$ cat src/design/exlex_pkg.sv
package exlex_pkg;

	// One input beat: a code point or the end-of-stream marker
	typedef struct packed {
		logic [20:0] code;
		logic        is_end;
	} in_item_t;

	// One result beat
	typedef struct packed {
		logic [20:0] out_code;
		logic [3:0]  token_class;
		logic        first_char;
		logic        last_char;
		logic [1:0]  error_code;
		logic        stream_end;
	} out_item_t;

	// Up to two results produced by one scanned item
	typedef struct packed {
		logic [1:0] n;
		out_item_t  r0;
		out_item_t  r1;
	} res_push_t;

	// Token classes
	localparam logic [3:0] CLS_BRACKET = 4'd0;
	localparam logic [3:0] CLS_PERCENT = 4'd1;
	localparam logic [3:0] CLS_SEP     = 4'd2;
	localparam logic [3:0] CLS_DOTS    = 4'd3;
	localparam logic [3:0] CLS_STRING  = 4'd4;
	localparam logic [3:0] CLS_ATOM    = 4'd5;
	localparam logic [3:0] CLS_OPER    = 4'd6;
	localparam logic [3:0] CLS_SUB     = 4'd7;
	localparam logic [3:0] CLS_NUMBER  = 4'd8;

	// Error codes
	localparam logic [1:0] ERR_NONE    = 2'd0;
	localparam logic [1:0] ERR_COMMENT = 2'd1;
	localparam logic [1:0] ERR_STRING  = 2'd2;
	localparam logic [1:0] ERR_INVALID = 2'd3;

	// Result queue depth
	localparam int RQ_DEPTH = 4;

endpackage

$ cat src/design/expression_lexer.sv
// Streaming expression lexer. Each beat on the input carries one code point or an
// end-of-stream marker; the block skips whitespace and comments and returns every kept
// character as a result beat with its token class and first/last marks, one item late,
// plus error beats (invalid character, open comment or string at the end) and a closing
// stream-end beat. It scans one item per clock while the result queue has room: an item waits
// in the input register, is scanned there in a single pass and its zero, one or two results
// enter a four-entry result queue, from which they are read out (results of a character come
// out when the next item is scanned). The input stalls only while the result queue has fewer
// than two free entries, so one item per cycle is sustained as long as the output takes one
// beat per cycle and items produce at most one result on average. The configuration register
// is always ready.
module expression_lexer (
	input  logic                 clk,
	input  logic                 arst_n,
	input  logic                 in_valid,
	output logic                 in_stall,
	input  exlex_pkg::in_item_t  in_data,
	output logic                 out_valid,
	input  logic                 out_stall,
	output exlex_pkg::out_item_t out_data,
	input  logic                 cfg_valid,
	output logic                 cfg_ready,
	input  logic                 cfg_data
);
	import exlex_pkg::*;

	logic      valid_s1;
	in_item_t  item_s1;
	logic      nonascii_q;
	logic      room;
	logic      fire;
	res_push_t push;

	assign fire      = valid_s1 && room;
	assign in_stall  = valid_s1 && !room;
	assign cfg_ready = 1'b1;

	// Input register: load a new beat whenever the held one moves on
	always_ff @(posedge clk or negedge arst_n) begin
		if (!arst_n)
			valid_s1 <= 1'b0;
		else if (!in_stall)
			valid_s1 <= in_valid;
	end

	always_ff @(posedge clk) begin
		if (in_valid && !in_stall)
			item_s1 <= in_data;
	end

	// Configuration register
	always_ff @(posedge clk or negedge arst_n) begin
		if (!arst_n)
			nonascii_q <= 1'b1;
		else if (cfg_valid && cfg_ready)
			nonascii_q <= cfg_data;
	end

	exlex_step u_step (
		.clk                (clk),
		.arst_n             (arst_n),
		.fire               (fire),
		.item               (item_s1),
		.nonascii_is_letter (nonascii_q),
		.push               (push)
	);

	exlex_rq u_rq (
		.clk       (clk),
		.arst_n    (arst_n),
		.push      (push),
		.room      (room),
		.out_valid (out_valid),
		.out_stall (out_stall),
		.out_data  (out_data)
	);

endmodule

$ cat src/design/exlex_step.sv
module exlex_step (
	input  logic                clk,
	input  logic                arst_n,
	input  logic                fire,
	input  exlex_pkg::in_item_t item,
	input  logic                nonascii_is_letter,
	output exlex_pkg::res_push_t push
);
	import exlex_pkg::*;

	typedef enum logic [14:0] {
		M_IDLE  = 15'h0001,
		M_SLASH = 15'h0002,
		M_BLOCK = 15'h0004,
		M_LINE  = 15'h0008,
		M_ONE   = 15'h0010,
		M_DOT1  = 15'h0020,
		M_DOTS  = 15'h0040,
		M_STR   = 15'h0080,
		M_ATOM  = 15'h0100,
		M_OP    = 15'h0200,
		M_SUB   = 15'h0400,
		M_NINT  = 15'h0800,
		M_NFRAC = 15'h1000,
		M_NEXPS = 15'h2000,
		M_NEXPD = 15'h4000
	} lex_mode_t;

	localparam logic [20:0] CH_LF     = 21'h0A;
	localparam logic [20:0] CH_QUOTE  = 21'h22;
	localparam logic [20:0] CH_PCT    = 21'h25;
	localparam logic [20:0] CH_STAR   = 21'h2A;
	localparam logic [20:0] CH_PLUS   = 21'h2B;
	localparam logic [20:0] CH_MINUS  = 21'h2D;
	localparam logic [20:0] CH_DOT    = 21'h2E;
	localparam logic [20:0] CH_SLASH  = 21'h2F;
	localparam logic [20:0] CH_BSLASH = 21'h5C;
	localparam logic [20:0] CH_UNDER  = 21'h5F;
	localparam logic [20:0] CH_E_UP   = 21'h45;
	localparam logic [20:0] CH_E_LO   = 21'h65;

	lex_mode_t   mode_q, mode_d;
	logic        held_valid_q, held_valid_d;
	logic        esc_q, esc_d;
	logic        star_q, star_d;
	logic [20:0] held_char_q, held_char_d;
	logic [3:0]  held_class_q, held_class_d;
	logic        held_first_q, held_first_d;

	logic        emit_h, h_last, emit_s, do_cont, do_start;
	logic [3:0]  h_cls;
	out_item_t   res_h, res_s;
	logic [20:0] c;
	logic        c_digit, c_space, c_alpha, c_sym, c_bracket;

	// Character classes of the current code point
	always_comb begin
		c         = item.code;
		c_digit   = (c >= 21'h30) && (c <= 21'h39);
		c_space   = (c == 21'h20) || ((c >= 21'd9) && (c <= 21'd13));
		c_alpha   = ((c >= 21'h61) && (c <= 21'h7A)) || ((c >= 21'h41) && (c <= 21'h5A)) ||
		            (c == 21'h27) || ((c > 21'd127) && nonascii_is_letter);
		c_sym     = c inside {21'h7E, 21'h60, 21'h21, 21'h40, 21'h23, 21'h24, 21'h5E,
		                      21'h26, 21'h2A, 21'h2D, 21'h3D, 21'h2B, 21'h3A, 21'h3C,
		                      21'h3E, 21'h3F, 21'h2F, 21'h5C, 21'h7C};
		c_bracket = c inside {21'h28, 21'h29, 21'h7B, 21'h7D, 21'h5B, 21'h5D};
	end

	// Scan one item: decide what the held character does and what is held next
	always_comb begin
		mode_d       = mode_q;
		held_valid_d = held_valid_q;
		esc_d        = esc_q;
		star_d       = star_q;
		held_char_d  = held_char_q;
		held_class_d = held_class_q;
		held_first_d = held_first_q;
		emit_h       = 1'b0;
		h_last       = 1'b0;
		h_cls        = held_class_q;
		emit_s       = 1'b0;
		do_cont      = 1'b0;
		do_start     = 1'b0;
		res_s        = '0;

		if (item.is_end) begin
			// flush, then close the stream with the marker beat
			emit_h       = held_valid_q && (mode_q != M_STR);
			h_last       = 1'b1;
			emit_s       = 1'b1;
			res_s.stream_end = 1'b1;
			if (mode_q == M_BLOCK)
				res_s.error_code = ERR_COMMENT;
			else if (mode_q == M_STR)
				res_s.error_code = ERR_STRING;
			held_valid_d = 1'b0;
			mode_d       = M_IDLE;
			esc_d        = 1'b0;
			star_d       = 1'b0;
		end else begin
			case (mode_q)
				M_BLOCK: begin
					if (star_q && (c == CH_SLASH)) begin
						mode_d = M_IDLE;
						star_d = 1'b0;
					end else begin
						star_d = (c == CH_STAR);
					end
				end
				M_LINE: begin
					if (c == CH_LF)
						mode_d = M_IDLE;
				end
				M_STR: begin
					if (esc_q) begin
						esc_d   = 1'b0;
						do_cont = 1'b1;
					end else if (c == CH_BSLASH) begin
						esc_d   = 1'b1;
					end else begin
						if (c == CH_QUOTE)
							mode_d = M_ONE;
						do_cont = 1'b1;
					end
				end
				M_SLASH: begin
					if (c == CH_STAR) begin
						held_valid_d = 1'b0;
						mode_d       = M_BLOCK;
						star_d       = 1'b0;
					end else if (c == CH_SLASH) begin
						held_valid_d = 1'b0;
						mode_d       = M_LINE;
					end else if (c_sym) begin
						mode_d  = M_OP;
						do_cont = 1'b1;
					end else begin
						do_start = 1'b1;
					end
				end
				M_DOT1: begin
					if (c_digit) begin
						h_cls   = CLS_NUMBER;
						mode_d  = M_NINT;
						do_cont = 1'b1;
					end else if (c == CH_DOT) begin
						mode_d  = M_DOTS;
						do_cont = 1'b1;
					end else begin
						do_start = 1'b1;
					end
				end
				M_DOTS: begin
					do_cont  = (c == CH_DOT);
					do_start = !(c == CH_DOT);
				end
				M_ATOM: begin
					do_cont  = c_alpha || c_digit;
					do_start = !(c_alpha || c_digit);
				end
				M_OP: begin
					do_cont  = c_sym;
					do_start = !c_sym;
				end
				M_SUB: begin
					do_cont  = (c == CH_UNDER);
					do_start = !(c == CH_UNDER);
				end
				M_NINT: begin
					if (c_digit) begin
						do_cont = 1'b1;
					end else if (c == CH_DOT) begin
						mode_d  = M_NFRAC;
						do_cont = 1'b1;
					end else if ((c == CH_E_LO) || (c == CH_E_UP)) begin
						mode_d  = M_NEXPS;
						do_cont = 1'b1;
					end else begin
						do_start = 1'b1;
					end
				end
				M_NFRAC: begin
					if (c_digit) begin
						do_cont = 1'b1;
					end else if ((c == CH_E_LO) || (c == CH_E_UP)) begin
						mode_d  = M_NEXPS;
						do_cont = 1'b1;
					end else begin
						do_start = 1'b1;
					end
				end
				M_NEXPS: begin
					if (c_digit || (c == CH_PLUS) || (c == CH_MINUS)) begin
						mode_d  = M_NEXPD;
						do_cont = 1'b1;
					end else begin
						do_start = 1'b1;
					end
				end
				M_NEXPD: begin
					do_cont  = c_digit;
					do_start = !c_digit;
				end
				default: begin
					// idle, single-character tokens and meaningless codes
					do_start = 1'b1;
				end
			endcase

			// continue the token: emit the held character, hold this one
			if (do_cont) begin
				emit_h       = held_valid_q;
				h_last       = 1'b0;
				held_valid_d = 1'b1;
				held_char_d  = c;
				held_class_d = h_cls;
				held_first_d = 1'b0;
			end

			// end the token and scan this character from idle
			if (do_start) begin
				emit_h       = held_valid_q;
				h_last       = 1'b1;
				mode_d       = M_IDLE;
				held_valid_d = 1'b1;
				held_char_d  = c;
				held_first_d = 1'b1;
				if (c_space) begin
					held_valid_d = 1'b0;
				end else if (c == CH_SLASH) begin
					held_class_d = CLS_OPER;
					mode_d       = M_SLASH;
				end else if (c_bracket) begin
					held_class_d = CLS_BRACKET;
					mode_d       = M_ONE;
				end else if (c == CH_PCT) begin
					held_class_d = CLS_PERCENT;
					mode_d       = M_ONE;
				end else if ((c == 21'h2C) || (c == 21'h3B)) begin
					held_class_d = CLS_SEP;
					mode_d       = M_ONE;
				end else if (c == CH_DOT) begin
					held_class_d = CLS_DOTS;
					mode_d       = M_DOT1;
				end else if (c == CH_QUOTE) begin
					held_class_d = CLS_STRING;
					mode_d       = M_STR;
					esc_d        = 1'b0;
				end else if (c_alpha) begin
					held_class_d = CLS_ATOM;
					mode_d       = M_ATOM;
				end else if (c_sym) begin
					held_class_d = CLS_OPER;
					mode_d       = M_OP;
				end else if (c == CH_UNDER) begin
					held_class_d = CLS_SUB;
					mode_d       = M_SUB;
				end else if (c_digit) begin
					held_class_d = CLS_NUMBER;
					mode_d       = M_NINT;
				end else begin
					held_valid_d     = 1'b0;
					emit_s           = 1'b1;
					res_s.out_code   = c;
					res_s.error_code = ERR_INVALID;
				end
			end
		end
	end

	// Assemble the results in order
	always_comb begin
		res_h             = '0;
		res_h.out_code    = held_char_q;
		res_h.token_class = h_cls;
		res_h.first_char  = held_first_q;
		res_h.last_char   = h_last;
		push              = '0;
		if (fire) begin
			if (emit_h) begin
				push.r0 = res_h;
				push.r1 = res_s;
				push.n  = emit_s ? 2'd2 : 2'd1;
			end else begin
				push.r0 = res_s;
				push.n  = emit_s ? 2'd1 : 2'd0;
			end
		end
	end

	// Advance control state on each scanned item
	always_ff @(posedge clk or negedge arst_n) begin
		if (!arst_n) begin
			mode_q       <= M_IDLE;
			held_valid_q <= 1'b0;
			esc_q        <= 1'b0;
			star_q       <= 1'b0;
		end else if (fire) begin
			mode_q       <= mode_d;
			held_valid_q <= held_valid_d;
			esc_q        <= esc_d;
			star_q       <= star_d;
		end
	end

	// Held character payload
	always_ff @(posedge clk) begin
		if (fire) begin
			held_char_q  <= held_char_d;
			held_class_q <= held_class_d;
			held_first_q <= held_first_d;
		end
	end

endmodule

$ cat src/design/exlex_rq.sv
module exlex_rq (
	input  logic                 clk,
	input  logic                 arst_n,
	input  exlex_pkg::res_push_t push,
	output logic                 room,
	output logic                 out_valid,
	input  logic                 out_stall,
	output exlex_pkg::out_item_t out_data
);
	import exlex_pkg::*;

	localparam int PTR_W = $clog2(RQ_DEPTH);

	out_item_t        mem [RQ_DEPTH];
	logic [PTR_W-1:0] wr_ptr_q, rd_ptr_q;
	logic [PTR_W:0]   count_q;
	logic             pop;
	logic [PTR_W-1:0] wr_ptr_p1;

	assign wr_ptr_p1 = wr_ptr_q + PTR_W'(1);
	assign out_valid = (count_q != '0);
	assign pop       = out_valid && !out_stall;
	assign room      = (count_q <= (PTR_W+1)'(RQ_DEPTH - 2));
	assign out_data  = mem[rd_ptr_q];

	// Write up to two result beats
	always_ff @(posedge clk) begin
		if (push.n != 2'd0)
			mem[wr_ptr_q] <= push.r0;
		if (push.n == 2'd2)
			mem[wr_ptr_p1] <= push.r1;
	end

	// Advance pointers and occupancy
	always_ff @(posedge clk or negedge arst_n) begin
		if (!arst_n) begin
			wr_ptr_q <= '0;
			rd_ptr_q <= '0;
			count_q  <= '0;
		end else begin
			wr_ptr_q <= wr_ptr_q + PTR_W'(push.n);
			if (pop)
				rd_ptr_q <= rd_ptr_q + PTR_W'(1);
			count_q <= count_q + (PTR_W+1)'(push.n) - (PTR_W+1)'(pop);
		end
	end

endmodule

$ cat config.mk
export PLATFORM = sky130hd
export DESIGN_NAME = expression_lexer
export DESIGN_NICKNAME = d
export VERILOG_FILES = /design/src/design/exlex_pkg.sv /design/src/design/expression_lexer.sv /design/src/design/exlex_step.sv /design/src/design/exlex_rq.sv
export SDC_FILE = /design/constraint.sdc
export NUM_CORES = 1
export LEC_CHECK = 0
export ABC_AREA = 1
export BUFFER_PORTS_ARGS = -buffer_cell sky130_fd_sc_hd__buf_2
export CORE_MARGIN = 5
export CORE_UTILIZATION = 55
export CTS_CLUSTER_SIZE = 24
export DETAILED_ROUTE_END_ITERATION = 10
export HOLD_SLACK_MARGIN = 0.02
export PLACE_DENSITY = 0.73
export SYNTH_ARGS = -nofsm -noshare
export SYNTH_HDL_FRONTEND = slang
export SYNTH_SLANG_ARGS = --single-unit
$ cat constraint.sdc
create_clock -name clk -period 9.6 [get_ports clk]
set_input_delay 0.96 -clock clk [delete_from_list [all_inputs] [get_ports clk]]
set_output_delay 0.96 -clock clk [all_outputs]
set_load 0.01 [all_outputs]
==> results.toml <==
[finish]
areaGrowthSynthToFinish_pct = 9.23
diodes = 0
utilization = 0.610
nNetsFinal = 1436
fillers = 1784
final_area_um2 = 12300
drive_gt1_frac = 0.127

[timing]
fin_skew_ns = 0.0106
fin_crit_ns = 5.83
rsz0062_at_grt = "false"
tightestPinTransition_ns = 1.19
fin_crit_sh = 0.607
finalWorstSetupSlack_ns = 3.77
setup_viol = 0
finalMaxSlewViolations = 0
fmax_mhz = 172
slew_headroom = 0.202
fin_setup_tns_ns = 0
hold_viol = 0

[synth]
syn_area_um2 = 11300
synth_nets = 1415
async_reset_ff_frac = 0.138
synth_top_area_frac = 0.383
ys.warnings.count = 0
ys_seq_elements = 195
ys_seq_area_frac = 0.485
yosys-top-cells-area = "edfxtp_1, nand2_1, nand3_1, nand4_1, dfrtp_1"
netlist-cell-type-count = 50
synth_cells = 1381
ys.flop_type = "edfxtp_1"
synth_edf_count = 144
synth_commonest_cells = "nand2_1, nand3_1, edfxtp_1, nor2_1, nand4_1"
avgSynthCellArea_um2 = 8.18
yosysMostFrequentCell = "nand2_1"
synth_top_area_cell = "edfxtp_1"

[placed_design]
dpl.hpwl_um = 22500
portBuffers = 59
place_ws_ns = 3.85
place_area_um2 = 11700
gp_congestion = 1.01

[run]
maxCapViolCount = 0

[power_and_ir_drop]
pwr_density_cell_nw_per_um2 = 274
power.share.clock = 0.220
p_sw_frac = 0.432
p_int_mw = 1.92
leakage_nw = 5.33
switchingPower_mw = 1.46
pwr-share-seq = 0.378
comb_power_share = 0.402
vdd_drop_max_mv = 0.160

[clocking]
htree_levels = 4
cts_tree = "done"
cts-buffers-inserted = 17
clk_latency_ns = 0.43
clkTransAtPathRegs_ns = 0.07
ctsResizeCount = 0
cts_sinks = 195
post_cts.repair.setup_buffers = 0
cts_root_buffer = "clkbuf_16"
clockBufferDepth = 2
hold_buffers = 0

[global_route]
grt_max_degree = 93
grt_pass1_vias = 9472
grt_pass1_wl_um = 51700
antenna_found_initial = 0
overflow = 0
grt_usage = 0.273

[die]
ioPinCount = 61
die-area_um2 = 23500
start_util = 0.558
dieWidth_um = 153
die_h_um = 153
rows = 52
coreArea_um2 = 20200

[routing]
ant_nets = 0
drc = 0
routed_wl_um = 32400
drt-initial-drc-count = 980
wl_per_cell_um = 19.2
num_vias = 10211
viasPerCell = 6.06
dr.pass1.iters = 7

[worst_hold_path]
hold_depth = 2
hp-class = "reg2reg"

[setup_path]
worstPathRequired_ns = 9.92
path_cells = "nand2_1 -> nor2_1 -> nand2_1 -> nor2_1 -> nand3_1 -> nand2_1 -> nand4_1 -> nor2_1 -> nand2_1 -> nor2_1 -> nand3_2 -> nand2_2 -> inv_1 -> ha_1 -> inv_1 -> nor2_1 -> nor2_1 -> nor3_2 -> buf_4 -> inv_2 -> nand2_1 -> inv_2 -> nand2_1 -> o21ai_1"
crit_path_end_kind = "flop"
start_kind = "flop"
cpMaxStageDelayCell = "nand2_1"
path_class = "reg2reg"
ff2ff_path_depth = 24
slowest_delay_ns = 0.88
cp.arrival_ns = 6.15
worstPathMaxFanout = 25

[outcome]
outcome = "complete, no violations"
[layer usage]
layer  vias up  global-route usage  routed length [um]
met5         -                   0                   0
met4         0               0.101                1030
met3        73              0.0401                2690
met2       567               0.441               15400
met1      4721               0.375               13300
li1       4850                   -                   -
[worst max-delay path: cells and delay by family (launching register included)]
family	cells	cell delay, ns
flops	1	0.67
simple gates	17	3.90
buf+inv	5	0.75
fa+ha+maj	1	0.31
compound gates	1	0.06
[power groups by stage]
stage / clock network, mW / registers [mW] / logic, mW
floorplan: 0 / 1.24 / 0.956
global placement: 0 / 1.29 / 1.32
detailed placement: 0 / 1.29 / 1.34
CTS: 0.750 / 1.28 / 1.35
global route: 0.791 / 1.30 / 1.49
finish: 0.745 / 1.28 / 1.36
[flip-flops by register name (all words and copies together) (netlist names)]
| name | cells |
|---|---|
| u_step.held_first_q | 1 |
| u_step.held_valid_q | 1 |
| u_step.esc_q | 1 |
| u_rq.mem | 120 |
| u_step.mode_q | 15 |
| u_rq.rd_ptr_q | 2 |
| nonascii_q | 1 |
| u_step.held_char_q | 21 |
| u_step.star_q | 1 |
| u_step.held_class_q | 4 |
| valid_s1 | 1 |
| item_s1 | 22 |
| u_rq.wr_ptr_q | 2 |
| u_rq.count_q | 3 |
[cells in the final DEF, fill, tap and decap left out, drive strengths merged, types with 4 or more instances in the layout]
master / Yosys / layout
clkinv: 2 / 4
o22ai: 32 / 32
nand3b: 27 / 27
xor2: 4 / 4
buf: 32 / 78
nand2: 296 / 296
nor2: 161 / 161
nor3: 22 / 22
clkbuf: 44 / 19
inv: 125 / 135
a21oi: 11 / 11
o21ai: 113 / 113
a31oi: 4 / 4
ha: 5 / 5
dfxtp: 24 / 24
edfxtp: 144 / 144
dfrtp: 25 / 25
nand3: 166 / 166
nand4: 115 / 115
[cell families after synthesis]
| logic type | count (synthesis) | share of synthesized area |
|---|---|---|
| buffers and inverters | 203 | 0.0782 |
| other | 1 | 0.000332 |
| AO/OA/AOI/OAI | 177 | 0.0876 |
| multiplexers | 1 | 0.000997 |
| flip-flops | 195 | 0.485 |
| XOR/XNOR | 6 | 0.00465 |
| adder cells (fa/ha/maj) | 6 | 0.00731 |
| AND/OR/NAND/NOR | 792 | 0.336 |
[layout make-up]
class,instances,area [um2],share of cell area
clock buffer,19,464,0.0376
clock inverter,13,153,0.0124
inverter,127,477,0.0386
multi-input combinational,983,4990,0.404
sequential,195,5480,0.444
tap,270,338,0.0274
timing repair buffer,78,438,0.0355
[final timing paths]
check                                            start                              end  slack, ns
setup reg to reg                  item_s1[7]$_DFFE_PP_      u_rq.mem[3][3]$_SDFFE_PP0N_       3.77
hold / removal             u_rq.mem[1][6]$_SDFFE_PP0N_      u_rq.mem[1][6]$_SDFFE_PP0N_       0.46
max in group asynchronous                       arst_n  u_step.held_valid_q$_DFFE_PN0P_       8.64
min in group asynchronous                       arst_n     u_step.mode_q[9]$_DFFE_PN0P_       0.54
hold reg to reg            u_rq.mem[1][6]$_SDFFE_PP0N_      u_rq.mem[1][6]$_SDFFE_PP0N_       0.46
setup / recovery                  item_s1[7]$_DFFE_PP_      u_rq.mem[3][3]$_SDFFE_PP0N_       3.77
[metrics by stage]
step | hold slack [ns] | power, mW | cells
6_report | 0.456 | 3.38 | 1685
5_1_grt | 0.480 | 3.58 | 1685
4_1_cts | 0.459 | 3.38 | 1685
3_5_place_dp | 0.444 | 2.64 | 1653
3_3_place_gp | 0.437 | 2.61 | 1653
2_1_floorplan | 0.421 | 2.20 | 1381
(Power assumes the default switching activity.)
